### src/hdl/futd_pkg.sv
// Shared types and constants of the font unicode table decoder.
package futd_pkg;

	localparam int unsigned ByteW    = 8;
	localparam int unsigned CodeW    = 16;
	localparam int unsigned GlyphW   = 16;
	localparam int unsigned PendingW = 2;

	localparam logic [ByteW-1:0] NEXT_GLYPH_BYTE = 8'hFF;

	typedef struct packed {
		logic [ByteW-1:0] table_byte;
	} byte_item_t;

	typedef struct packed {
		logic [CodeW-1:0]  code_point;
		logic [GlyphW-1:0] glyph_index;
	} code_item_t;

	typedef struct packed {
		logic [GlyphW-1:0]   glyph_count;
		logic [PendingW-1:0] pending_bytes;
		logic [CodeW-1:0]    partial_code;
	} dec_state_t;

	typedef struct packed {
		logic       emit;
		code_item_t item;
		dec_state_t next;
	} dec_result_t;

endpackage

### src/hdl/futd_stream_if.sv
// Valid/ready stream channel with a typed payload.
interface futd_stream_if #(
	parameter type payload_t = logic
) ();
	logic     valid;
	logic     ready;
	payload_t data;

	modport source (output valid, output data, input ready);
	modport sink (input valid, input data, output ready);
endinterface

### src/hdl/futd_decode.sv
// Next-state and result logic for one byte of the unicode table.
module futd_decode (
	input  logic [futd_pkg::ByteW-1:0] table_byte,
	input  futd_pkg::dec_state_t       state,
	output futd_pkg::dec_result_t      result
);

	logic [futd_pkg::CodeW-1:0] cont_code;

	assign cont_code = {state.partial_code[futd_pkg::CodeW-7:0], table_byte[5:0]};

	always_comb begin
		result.next             = state;
		result.emit             = 1'b0;
		result.item.code_point  = {{(futd_pkg::CodeW-futd_pkg::ByteW){1'b0}}, table_byte};
		result.item.glyph_index = state.glyph_count;
		if (state.pending_bytes != '0) begin
			// continuation taken blindly, top two bits ignored
			result.next.partial_code  = cont_code;
			result.next.pending_bytes = state.pending_bytes - 2'd1;
			result.emit               = (state.pending_bytes == 2'd1);
			result.item.code_point    = cont_code;
		end else if (table_byte == futd_pkg::NEXT_GLYPH_BYTE) begin
			result.next.glyph_count = state.glyph_count + 16'd1;
		end else if (!table_byte[7]) begin
			result.emit = 1'b1;
		end else if (!table_byte[5]) begin
			result.next.partial_code  = {{(futd_pkg::CodeW-5){1'b0}}, table_byte[4:0]};
			result.next.pending_bytes = 2'd1;
		end else if (!table_byte[4]) begin
			result.next.partial_code  = {{(futd_pkg::CodeW-4){1'b0}}, table_byte[3:0]};
			result.next.pending_bytes = 2'd2;
		end else if (!table_byte[3]) begin
			result.next.partial_code  = {{(futd_pkg::CodeW-3){1'b0}}, table_byte[2:0]};
			result.next.pending_bytes = 2'd3;
		end else begin
			// lead bytes 0xB8 to 0xBF and 0xF8 to 0xFE give code zero
			result.emit            = 1'b1;
			result.item.code_point = '0;
		end
	end

endmodule

### src/hdl/font_unicode_table_decoder_core.sv
// Top level of the font unicode table decoder.
//
// Takes one byte of a bitmap font's unicode table per transfer on table_bytes and
// gives (code_point, glyph_index) pairs on codes. A byte of 0xFF advances the glyph
// number; single bytes, multi-byte sequences and the odd lead bytes decode as the
// table format defines, codes truncated to 16 bits. One byte is accepted every clock
// cycle while the output is not stalled: the whole decode is one combinational step
// between the input register and the result register. The last byte of a result waits
// in byte_s1, its code is registered in item_s2 and then shown on codes. Input stalls
// only while an output result is held by codes.ready low.
module font_unicode_table_decoder_core (
	input  logic                 clk,
	input  logic                 arst_n,
	futd_stream_if.sink          table_bytes,
	futd_stream_if.source        codes
);

	logic                          valid_s1;
	logic [futd_pkg::ByteW-1:0]    byte_s1;
	futd_pkg::dec_state_t          state_q;
	futd_pkg::dec_result_t         dec;
	logic                          valid_s2;
	futd_pkg::code_item_t          item_s2;
	logic                          out_free;
	logic                          fire_s1;

	assign out_free          = !valid_s2 || codes.ready;
	assign fire_s1           = valid_s1 && out_free;
	assign table_bytes.ready = !valid_s1 || out_free;

	futd_decode u_decode (
		.table_byte (byte_s1),
		.state      (state_q),
		.result     (dec)
	);

	always_ff @(posedge clk or negedge arst_n) begin
		if (!arst_n) begin
			valid_s1 <= 1'b0;
			state_q  <= '0;
			valid_s2 <= 1'b0;
		end else begin
			if (table_bytes.ready)
				valid_s1 <= table_bytes.valid;
			if (fire_s1)
				state_q <= dec.next;
			if (out_free)
				valid_s2 <= fire_s1 && dec.emit;
		end
	end

	always_ff @(posedge clk) begin
		if (table_bytes.ready && table_bytes.valid)
			byte_s1 <= table_bytes.data.table_byte;
		if (fire_s1 && dec.emit)
			item_s2 <= dec.item;
	end

	assign codes.valid = valid_s2;
	assign codes.data  = item_s2;

	a_glyph_step: assert property (@(posedge clk) disable iff (!arst_n)
		!$stable(state_q.glyph_count) |->
			state_q.glyph_count == $past(state_q.glyph_count) + 16'd1)
		else $error("glyph counter moved by other than one");

	a_pending_down: assert property (@(posedge clk) disable iff (!arst_n)
		(fire_s1 && state_q.pending_bytes != '0) |=>
			state_q.pending_bytes == $past(state_q.pending_bytes) - 2'd1)
		else $error("continuation did not reduce pending count");

	a_stall_cause: assert property (@(posedge clk) disable iff (!arst_n)
		!table_bytes.ready |-> (valid_s1 && valid_s2 && !codes.ready))
		else $error("input stalled without a held result");

endmodule

### src/flat_wrapper.sv
// flat-port wrapper written by rule: the top's interface ports become plain ports
module font_unicode_table_decoder_core_flat 
  (clk, arst_n, table_bytes_valid, table_bytes_data, table_bytes_ready, codes_valid, codes_data, codes_ready);
  futd_stream_if #(.payload_t(futd_pkg::byte_item_t)) table_bytes_i ();
  futd_stream_if #(.payload_t(futd_pkg::code_item_t)) codes_i ();
  input  logic clk;
  input  logic arst_n;
  input wire logic [$bits(table_bytes_i.valid)-1:0] table_bytes_valid;
  input wire logic [$bits(table_bytes_i.data)-1:0] table_bytes_data;
  output wire logic [$bits(table_bytes_i.ready)-1:0] table_bytes_ready;
  output wire logic [$bits(codes_i.valid)-1:0] codes_valid;
  output wire logic [$bits(codes_i.data)-1:0] codes_data;
  input wire logic [$bits(codes_i.ready)-1:0] codes_ready;
  assign table_bytes_i.valid = table_bytes_valid;
  assign table_bytes_i.data = table_bytes_data;
  assign table_bytes_ready = table_bytes_i.ready;
  assign codes_valid = codes_i.valid;
  assign codes_data = codes_i.data;
  assign codes_i.ready = codes_ready;
  font_unicode_table_decoder_core u_core (.clk(clk), .arst_n(arst_n), .table_bytes(table_bytes_i), .codes(codes_i));
endmodule
### config.mk
export PLATFORM = sky130hd
export DESIGN_NAME = font_unicode_table_decoder_core_flat
export DESIGN_NICKNAME = d
export VERILOG_FILES = /design/src/hdl/futd_pkg.sv /design/src/hdl/futd_stream_if.sv /design/src/hdl/futd_decode.sv /design/src/hdl/font_unicode_table_decoder_core.sv /design/src/flat_wrapper.sv
export SDC_FILE = /design/constraint.sdc
export NUM_CORES = 1
export LEC_CHECK = 0
export BUFFER_PORTS_ARGS = -buffer_cell sky130_fd_sc_hd__buf_2
export CAP_MARGIN = 20
export CORE_MARGIN = 5
export CORE_UTILIZATION = 60
export DETAILED_ROUTE_END_ITERATION = 8
export GPL_TIMING_DRIVEN = 0
export PLACE_DENSITY = 0.84
export SYNTH_ARGS = -nofsm -noshare
export SYNTH_HDL_FRONTEND = slang
export SYNTH_SLANG_ARGS = --single-unit
### constraint.sdc
create_clock -name clk -period 5.9 [get_ports clk]
set_input_delay 0 -clock clk [delete_from_list [all_inputs] [get_ports clk]]
set_output_delay 0 -clock clk [all_outputs]
set_load 0.005 [all_outputs]
==> results of run 1 <==
[cell families after synthesis]
family | Yosys count | share of synthesized area [%]
flip-flops | 70 | 68.8
multiplexers | 7 | 2.73
AND/OR/NAND/NOR | 79 | 16.7
adder cells (fa/ha/maj) | 1 | 0.441
XOR/XNOR | 15 | 4.63
AO/OA/AOI/OAI | 17 | 4.23
buffers and inverters | 12 | 2.47
[cells in the mapped netlist (5+ instances only)]
master    count
edfxtp_1     40
dfrtp_1      30
nand2_1      23
xor2_1       15
nor2_1        9
and2_1        8
nand3_1       7
mux2_2        6
a22o_1        5
clkbuf_1      5
nor4_1        5
[what timing repair did]
item,4_1_cts,5_1_grt
hold buffers,12,0
hold endpoints to repair,40,0
setup buffers,0,0
gates resized for setup,0,0
[final timing paths]
check	slack, ns	from	cells past startpoint	endpoint
setup reg to reg	3.46	u_core.byte_s1[5]$_DFFE_PP_	5	u_core.codes.data[11]$_DFFE_PP_
hold / removal	0.21	arst_n	2	u_core.valid_s1$_DFFE_PN0P_
min in group clk	0.35	table_bytes_data[3]	2	u_core.byte_s1[3]$_DFFE_PP_
setup / recovery	3.46	u_core.byte_s1[5]$_DFFE_PP_	5	u_core.codes.data[11]$_DFFE_PP_
hold reg to reg	0.47	u_core.state_q[33]$_DFFE_PN0P_	1	u_core.state_q[33]$_DFFE_PN0P_
max in group asynchronous	5.26	arst_n	2	u_core.state_q[0]$_DFFE_PN0P_
[metrics by stage]
stage | worst slack [ns] | power, µW | cell area, µm² | utilization [%] | instances
detailed placement | 3.53 | 1040 | 3140 | 67.4 | 300
CTS | 3.51 | 1480 | 3490 | 75.0 | 328
floorplan | 2.99 | 909 | 2840 | - | 201
global placement | 2.32 | 1020 | 3130 | 67.2 | 300
finish | 3.46 | 1480 | 3490 | 75.0 | 328
global route | 3.27 | 1560 | 3490 | 75.0 | 328
[placed cells by master, fill, tap and decap left out, drive strengths merged, types with 2 or more instances in the layout]
master | synthesis | layout
edfxtp | 40 | 40
dfrtp | 30 | 30
dlygate4sd3 | 0 | 12
o21ai | 2 | 2
xor2 | 15 | 15
buf | 2 | 47
a21o | 2 | 2
inv | 4 | 4
nor3 | 5 | 5
nor2b | 2 | 2
nand4 | 4 | 4
clkbuf | 6 | 19
and2 | 8 | 8
nor2 | 9 | 9
or4 | 2 | 2
a21oi | 3 | 3
a22o | 5 | 5
bufinv | 0 | 2
a31oi | 2 | 2
nand2b | 3 | 3
nor4 | 9 | 9
nand2 | 23 | 23
nand3 | 7 | 7
mux2 | 6 | 6
and4 | 4 | 4
[power groups by stage]
stage | logic, µW | registers [µW] | clock network, µW
after global placement | 296 | 726 | 0
after CTS | 319 | 720 | 442
after detailed placement | 310 | 729 | 0
after global routing | 358 | 735 | 467
after floorplan | 177 | 732 | 0
final | 318 | 719 | 439
[flip-flops by register name, summed over array words and instances, names as in the netlist]
name and count:
u_core.valid_s1 1, u_core.codes.valid 1, u_core.byte_s1 8, u_core.state_q 28, u_core.codes.data 32
[per-layer routing]
metal / GRT usage [%] / share of wire (%)
met1: 25.0 / 42
met2: 31.3 / 51
met3: 3.17 / 4.3
met4: 11.0 / 2.5
met5: 0 / 0
[worst register-to-register path, stage by stage, from the launching register on]
cell and delay (ns):
edfxtp_1 0.33, clkbuf_1 0.32, nand3_1 0.15, nand2b_1 0.18, a31oi_1 0.27, nor2b_4 0.80
[layout make-up]
cell class | instances | area [µm²]
inverters | 4 | 15.0
clock buffers | 13 | 169
plain buffers | 8 | 55.1
clock inverters | 3 | 65.1
well taps | 54 | 67.6
flip-flops and latches | 70 | 1950
repair buffers | 57 | 345
fillers | 284 | 1170
multi-input cells | 119 | 825
==> impl_results.md, run 1 <==
- Total global routing overflow: 0
- PwrDens: ~420 nW/µm²
- Vias in the first global route: 1781
- Pint: approximately 1100 µW
- Worst hold slack: between 0.2 and 0.25 ns
- Final setup TNS: 0 ns
- Final ANT Viol Nets: 0
- Initial antenna violation count: 0
- Setup crit start kind: flop
- Final setup viols: 0
- Clock Sinks: 70
- Layout net count: about 280
- Synth Area per Inst: between 10 and 15 µm²
- Initial Util: between 60% and 70%
- Fin crit share: slightly above 40%
- Router iterations before antenna repair: 7
- Min-delay worst type: in -> async
- Seq cells post-synth: 70
- Max Freq: between 0.4 and 0.5 GHz
- Die ar.: slightly above 6000 µm²
- Crit-path slowest cell: nor2b_4
- Synth top area cells: edfxtp_1 42%, dfrtp_1 26%, xor2_1 4.6%, nand2_1 3.0%, mux2_2 2.4%
- Share of cells above drive strength 1: between 20% and 30%
- Worst endpoint required time: about 5.9 ns
- ANT cells: 0
- CTS max path bufs: 2
- DP HPWL: between 3000 and 4000 µm
- Chip Width: between 70 and 80 µm
- Clock Latency Late Sink: ~0.34 ns
- Slew Limit Fails: 0
- Final Skew: 0.0108 ns
- Core box area: between 4000 and 5000 µm²
- RSZ-0062 raised after global routing: no
- Port buffer count: between 40 and 50
- Most used DFF post-synth: edfxtp_1
- Arr. time, crit path: 2.41 ns
- Seq/Total Area, Yosys: a little under 70%
- Worst slew margin: just over 40%
- Synthesized net count: around 210
- Total GRT Usage: slightly below 20%
- Area Growth Syn to Fin: 23.0%
- Outcome: complete, no violations
- Final hold vios: 0
- Vias per cell: between 5 and 6
- CTS tree: done
- Rows: 25
- Top cell type's share of synthesized area: a little over two fifths
- Switching Fraction: 26.9%
- Worst Tran Pin Value: 0.886 ns
- Routed WL: about 5200 µm
- Final Critical Period: ~2.4 ns
- Crit-path max FO: 32
- CP Cell Sequence: clkbuf_1 > nand3_1 > nand2b_1 > a31oi_1 > nor2b_4
- Max incr delay on CP: approximately 0.80 ns
- Switching power: 397 µW
- Combinational Power Share: between 20% and 30%
- Number of synthesized flops with an enable pin: 40
- Synth unique cells: 37
- Gate Count Post-Synth: about 200
- H-tree depth: 3
- Mapped Area: 2840 µm²
- First DRT Iteration DRCs: between 100 and 150
- MaxCap Viol Count: 0
- CTS buffer count: 9
- Synth area leader: edfxtp_1
- Clk pwr share: just under 30%
- Die Span Y: slightly below 80 µm
- Largest net degree at the start of global routing: 33
- CP top delay family: simple AND/OR/NAND/NOR gates
- I/O pins: 46
- Post-synth ARST share: around 43%
- First-pass GRT wire length: 8960 µm
- Clk root buf: clkbuf_8
- Via count: 1773
- WP buf/inv: 1
- Critical path endpoint category: flop
- WL per Instance: 15.7 µm
- Routability congestion estimate: between 0.8 and 0.9
- Worst-path clk slew: ~0.08 ns
- Sequential group share of total power: about half
- Leakage power: around 0.0016 µW
- IR drop worst, VDD: approximately 0.00027 V
- DR DRC count: 0
- Yosys warns: 0
- CP Class: reg -> reg
Power figures use the tool's default switching activity.
==> inputs of run 2 (changes only) <==
Settings changed: ABC_AREA from default to 1, CORE_UTILIZATION 60 to 51, PLACE_DENSITY 0.84 to 0.75.
Clock period 5.9 ns to 2.2 ns, I/O delays scaled along.
==> impl_results.md, run 2 <==
- Outcome: complete, no violations
- Worst setup margin: 0.353 ns (-3.10 ns)
- Fin area: 3750 µm² (+7.4%)
- Worst reg2reg path endpoint: u_core.codes.data[6]$_DFFE_PP_
- Area Growth Syn to Fin: 22.3%
- Mapped Area: 3070 µm² (+8.1%)
- CTS buffer count: 9 (unchanged)
- I/O pins: 46 (unchanged)
- Min-delay worst type: in -> async
- Post-synthesis mux area share: 0% (-2.7 points)
- MaxCap Viol Count: 0 (unchanged)
- Clock Sinks: 70 (unchanged)
- Worst slew margin: 54.3% (+14 points)
- CP Cell Sequence: nand2_1 > nand2_1 > inv_1 > buf_2 > nand3_1 > clkinvlp_4 > buf_4
- Vias per cell: 4.94 (-8.6%)
- First DRT Iteration DRCs: 153 (+15%)
- Crit-path slowest cell: dfrtp_1
- CTS tree: done
- H-tree depth: 3 (unchanged)
- Die ar.: 7670 µm² (+24%)
- Worst reg2reg startpoint: u_core.codes.valid$_DFFE_PN0P_
- Final Critical Period: 1.85 ns (-0.596 ns)
- Total global routing overflow: 0 (unchanged)
- Initial Util: 52.1% (-8.8 points)
- Via count: 2283 (+29%)
- Layout net count: 395 (+40%)
- Synth area leader: edfxtp_1
- Critical path endpoint category: flop
- Most common cell after layout, fill and taps aside: nand2_1
- Port buffer count: 45 (unchanged)
- Final hold vios: 0 (unchanged)
- Xor-xnor portion of the synthesized cell area: 2.00% (-2.6 points)
- Chip Width: 87.6 µm (+11%)
- Reg2Reg Depth: 7 (+2)
- Max Freq: 0.541 GHz (+32%)
- WP buf/inv: 4 (+3)
- Die Span Y: 87.6 µm (+11%)
- Seq/Total Area, Yosys: 63.6% (-5.1 points)
- Synth top cells by count: 113 x nand2_1, 40 x edfxtp_1, 32 x inv_1, 30 x dfrtp_1, 25 x nor2_1
- WL per Instance: 12.3 µm (-22%)
- Max reg flops: 32 (unchanged)
- Most used DFF post-synth: edfxtp_1
- Setup crit start kind: flop
- ANT cells: 0 (unchanged)
- Slew Limit Fails: 0 (unchanged)
- First-pass GRT wire length: 10300 µm (+14%)
- CP top delay family: buffers and inverters
- CP Class: reg -> reg
- Final Skew: 0.00658 ns (-0.00426 ns)
- Share of cells above drive strength 1: 21.4% (-7.4 points)
- Synth Area per Inst: 9.86 µm² (-30%)
- PwrDens: 1010 nW/µm² (+140%)
- Worst endpoint required time: 2.24 ns (-3.62 ns)
- Clk root buf: clkbuf_8
- CTS max path bufs: 2 (unchanged)
- Number of synthesized flops with an enable pin: 40 (unchanged)
- Largest family of logic cells by synthesized area: simple AND/OR/NAND/NOR gates
- Gate Count Post-Synth: 311 (+55%)
- Total Power: 3780 µW (+160%)
- Commonest cells after routing, fill and taps aside: 113 x nand2_1, 48 x buf_2, 40 x edfxtp_1
- Simple logic cell fraction of the synthesized area: 23.9% (+7.2 points)
- Synth unique cells: 25 (-32%)
- Router iterations before antenna repair: 4 (-3)
- IR drop worst, VDD: 0.000626 V (+140%)
- Post-synth ARST share: 42.9% (unchanged)
- DP HPWL: 3990 µm (+20%)
- Fin crit share: 84.0% (+43 points)
- Worst Tran Pin Value: 0.685 ns (-0.201 ns)
- Final Util: 63.8% (-11 points)
- Rows: 28 (+12%)
- Seq cells post-synth: 70 (unchanged)
- Most numerous cell in the Yosys netlist: nand2_1
- Adder-cell share of the synthesized area: 0.408% (-0.033 points)
- Core box area: 5890 µm² (+26%)
- Leakage power: 0.00174 µW (+11%)
- Max incr delay on CP: 0.40 ns (-0.40 ns)
- Synthesized net count: 324 (+51%)
- Final ANT Viol Nets: 0 (unchanged)
- Worst slack, placed: 0.0624 ns (-3.47 ns)
- Initial antenna violation count: 0 (unchanged)
- Routability congestion estimate: 0.870 (-2.8%)
- Crit-path max FO: 10 (-69%)
- RSZ-0062 raised after global routing: no
- Worst-path clk slew: 0.07 ns (about the same)
- Routed WL: 5690 µm (+10%)
- Clock Latency Late Sink: 0.34 ns (about the same)
- Arr. time, crit path: 1.89 ns (-0.52 ns)
- Final setup viols: 0 (unchanged)
- Area fraction in compound gates after synthesis: 4.40% (+0.17 points)
- Top cell type's share of synthesized area: 39.2% (-3.2 points)
- Largest net degree at the start of global routing: 31 (-6.1%)
- Synth top area cells: edfxtp_1 39%, dfrtp_1 24%, nand2_1 14%, inv_1 3.9%, nor2_1 3.1%
- Top cell by count, worst path: nand2_1
- Vias in the first global route: 2217 (+24%)
- Total GRT Usage: 17.3% (-2.1 points)
- Post-placement cell area: 3410 µm² (+8.8%)
- Worst R2R Setup Slack: 0.35 ns (-3.10 ns)
- DR DRC count: 0 (unchanged)
- Yosys warns: 0 (unchanged)
==> run 2: cell types whose count changed after synthesis, moves of 4 or more <==
cell,change
and2_1,-8
inv_1,+28
nand4_1,+7
nor2_1,+16
nor4_1,-5
mux2_2,-6
nand2_1,+90
o21ai_2,+4
nand3_1,+6
clkbuf_1,-5
and4_1,-4
a22o_1,-5
o21ai_0,+12
xor2_1,-9
==> run 2: how the worst max path moves through the flow <==
stage                                         startpoint                        endpoint  slack [ns]  cells after the start
after floorplan           u_core.codes.valid$_DFFE_PN0P_  u_core.codes.data[0]$_DFFE_PP_        0.15                      6
after global placement    u_core.codes.valid$_DFFE_PN0P_  u_core.codes.data[8]$_DFFE_PP_       -0.24                      6
after detailed placement  u_core.codes.valid$_DFFE_PN0P_  u_core.codes.data[3]$_DFFE_PP_        0.06                      7
after CTS                 u_core.codes.valid$_DFFE_PN0P_  u_core.codes.data[3]$_DFFE_PP_        0.03                      7
after global routing      u_core.codes.valid$_DFFE_PN0P_  u_core.codes.data[1]$_DFFE_PP_        0.17                      7
final                     u_core.codes.valid$_DFFE_PN0P_  u_core.codes.data[6]$_DFFE_PP_        0.35                      7
==> run 2: metal layers <==
metal | share of wire, % | global-route usage [%]
met2 | 45 | 25.8
met4 | 1.0 | 7.53
met5 | 0 | 0
met1 | 47 | 24.4
met3 | 6.3 | 3.86
==> run 2: repair_timing <==
item / in CTS / in global routing
hold endpoints to repair: 40 / 0
resized for setup: 0 / 1
endpoints found under the setup margin: 0 / 21
buffers inserted: 0 / 2
hold buffers: 12 / 0
==> run 2: area by class of cell <==
cell class | instances | area [µm²]
Clock inverter | 6 | 61.3
Timing Repair Buffer | 60 | 388
Tap cell | 75 | 93.8
Inverter | 32 | 124
Sequential cell | 70 | 1950
Buffer | 7 | 52.6
Multi-Input combinational cell | 202 | 943
Clock buffer | 10 | 138
Fill cell | 475 | 2130
==> run 2: report_power, final <==
| part | total (µW) | leakage [µW] | switching, µW | internal (µW) |
|---|---|---|---|---|
| Sequential | 1870 | 0.000731 | 135 | 1740 |
| Clock | 1020 | 0.000102 | 467 | 550 |
| Combinational | 892 | 0.000905 | 546 | 346 |
==> run 2: kinds of logic after synthesis <==
family | count (synthesis)
AO/OA/AOI/OAI | 23
XOR/XNOR | 7
adder cells (fa/ha/maj) | 1
buffers and inverters | 39
flip-flops | 70
AND/OR/NAND/NOR | 171
==> run 2: per-stage QoR <==
step / hold slack [ns] / cells / TNS (ns)
after floorplan: -0.296 / 311 / 0
after global placement: 0.0725 / 431 / -7.71
after detailed placement: 0.0763 / 432 / 0
after CTS: 0.254 / 460 / 0
after global routing: 0.298 / 462 / 0
final: 0.249 / 462 / 0
==> run 2: worst register-to-register path: stages, from the launching register on <==
cell and delay [ns]:
dfrtp_1 0.40, nand2_1 0.09, nand2_1 0.11, inv_1 0.18, buf_2 0.25, nand3_1 0.17, clkinvlp_4 0.16, buf_4 0.20
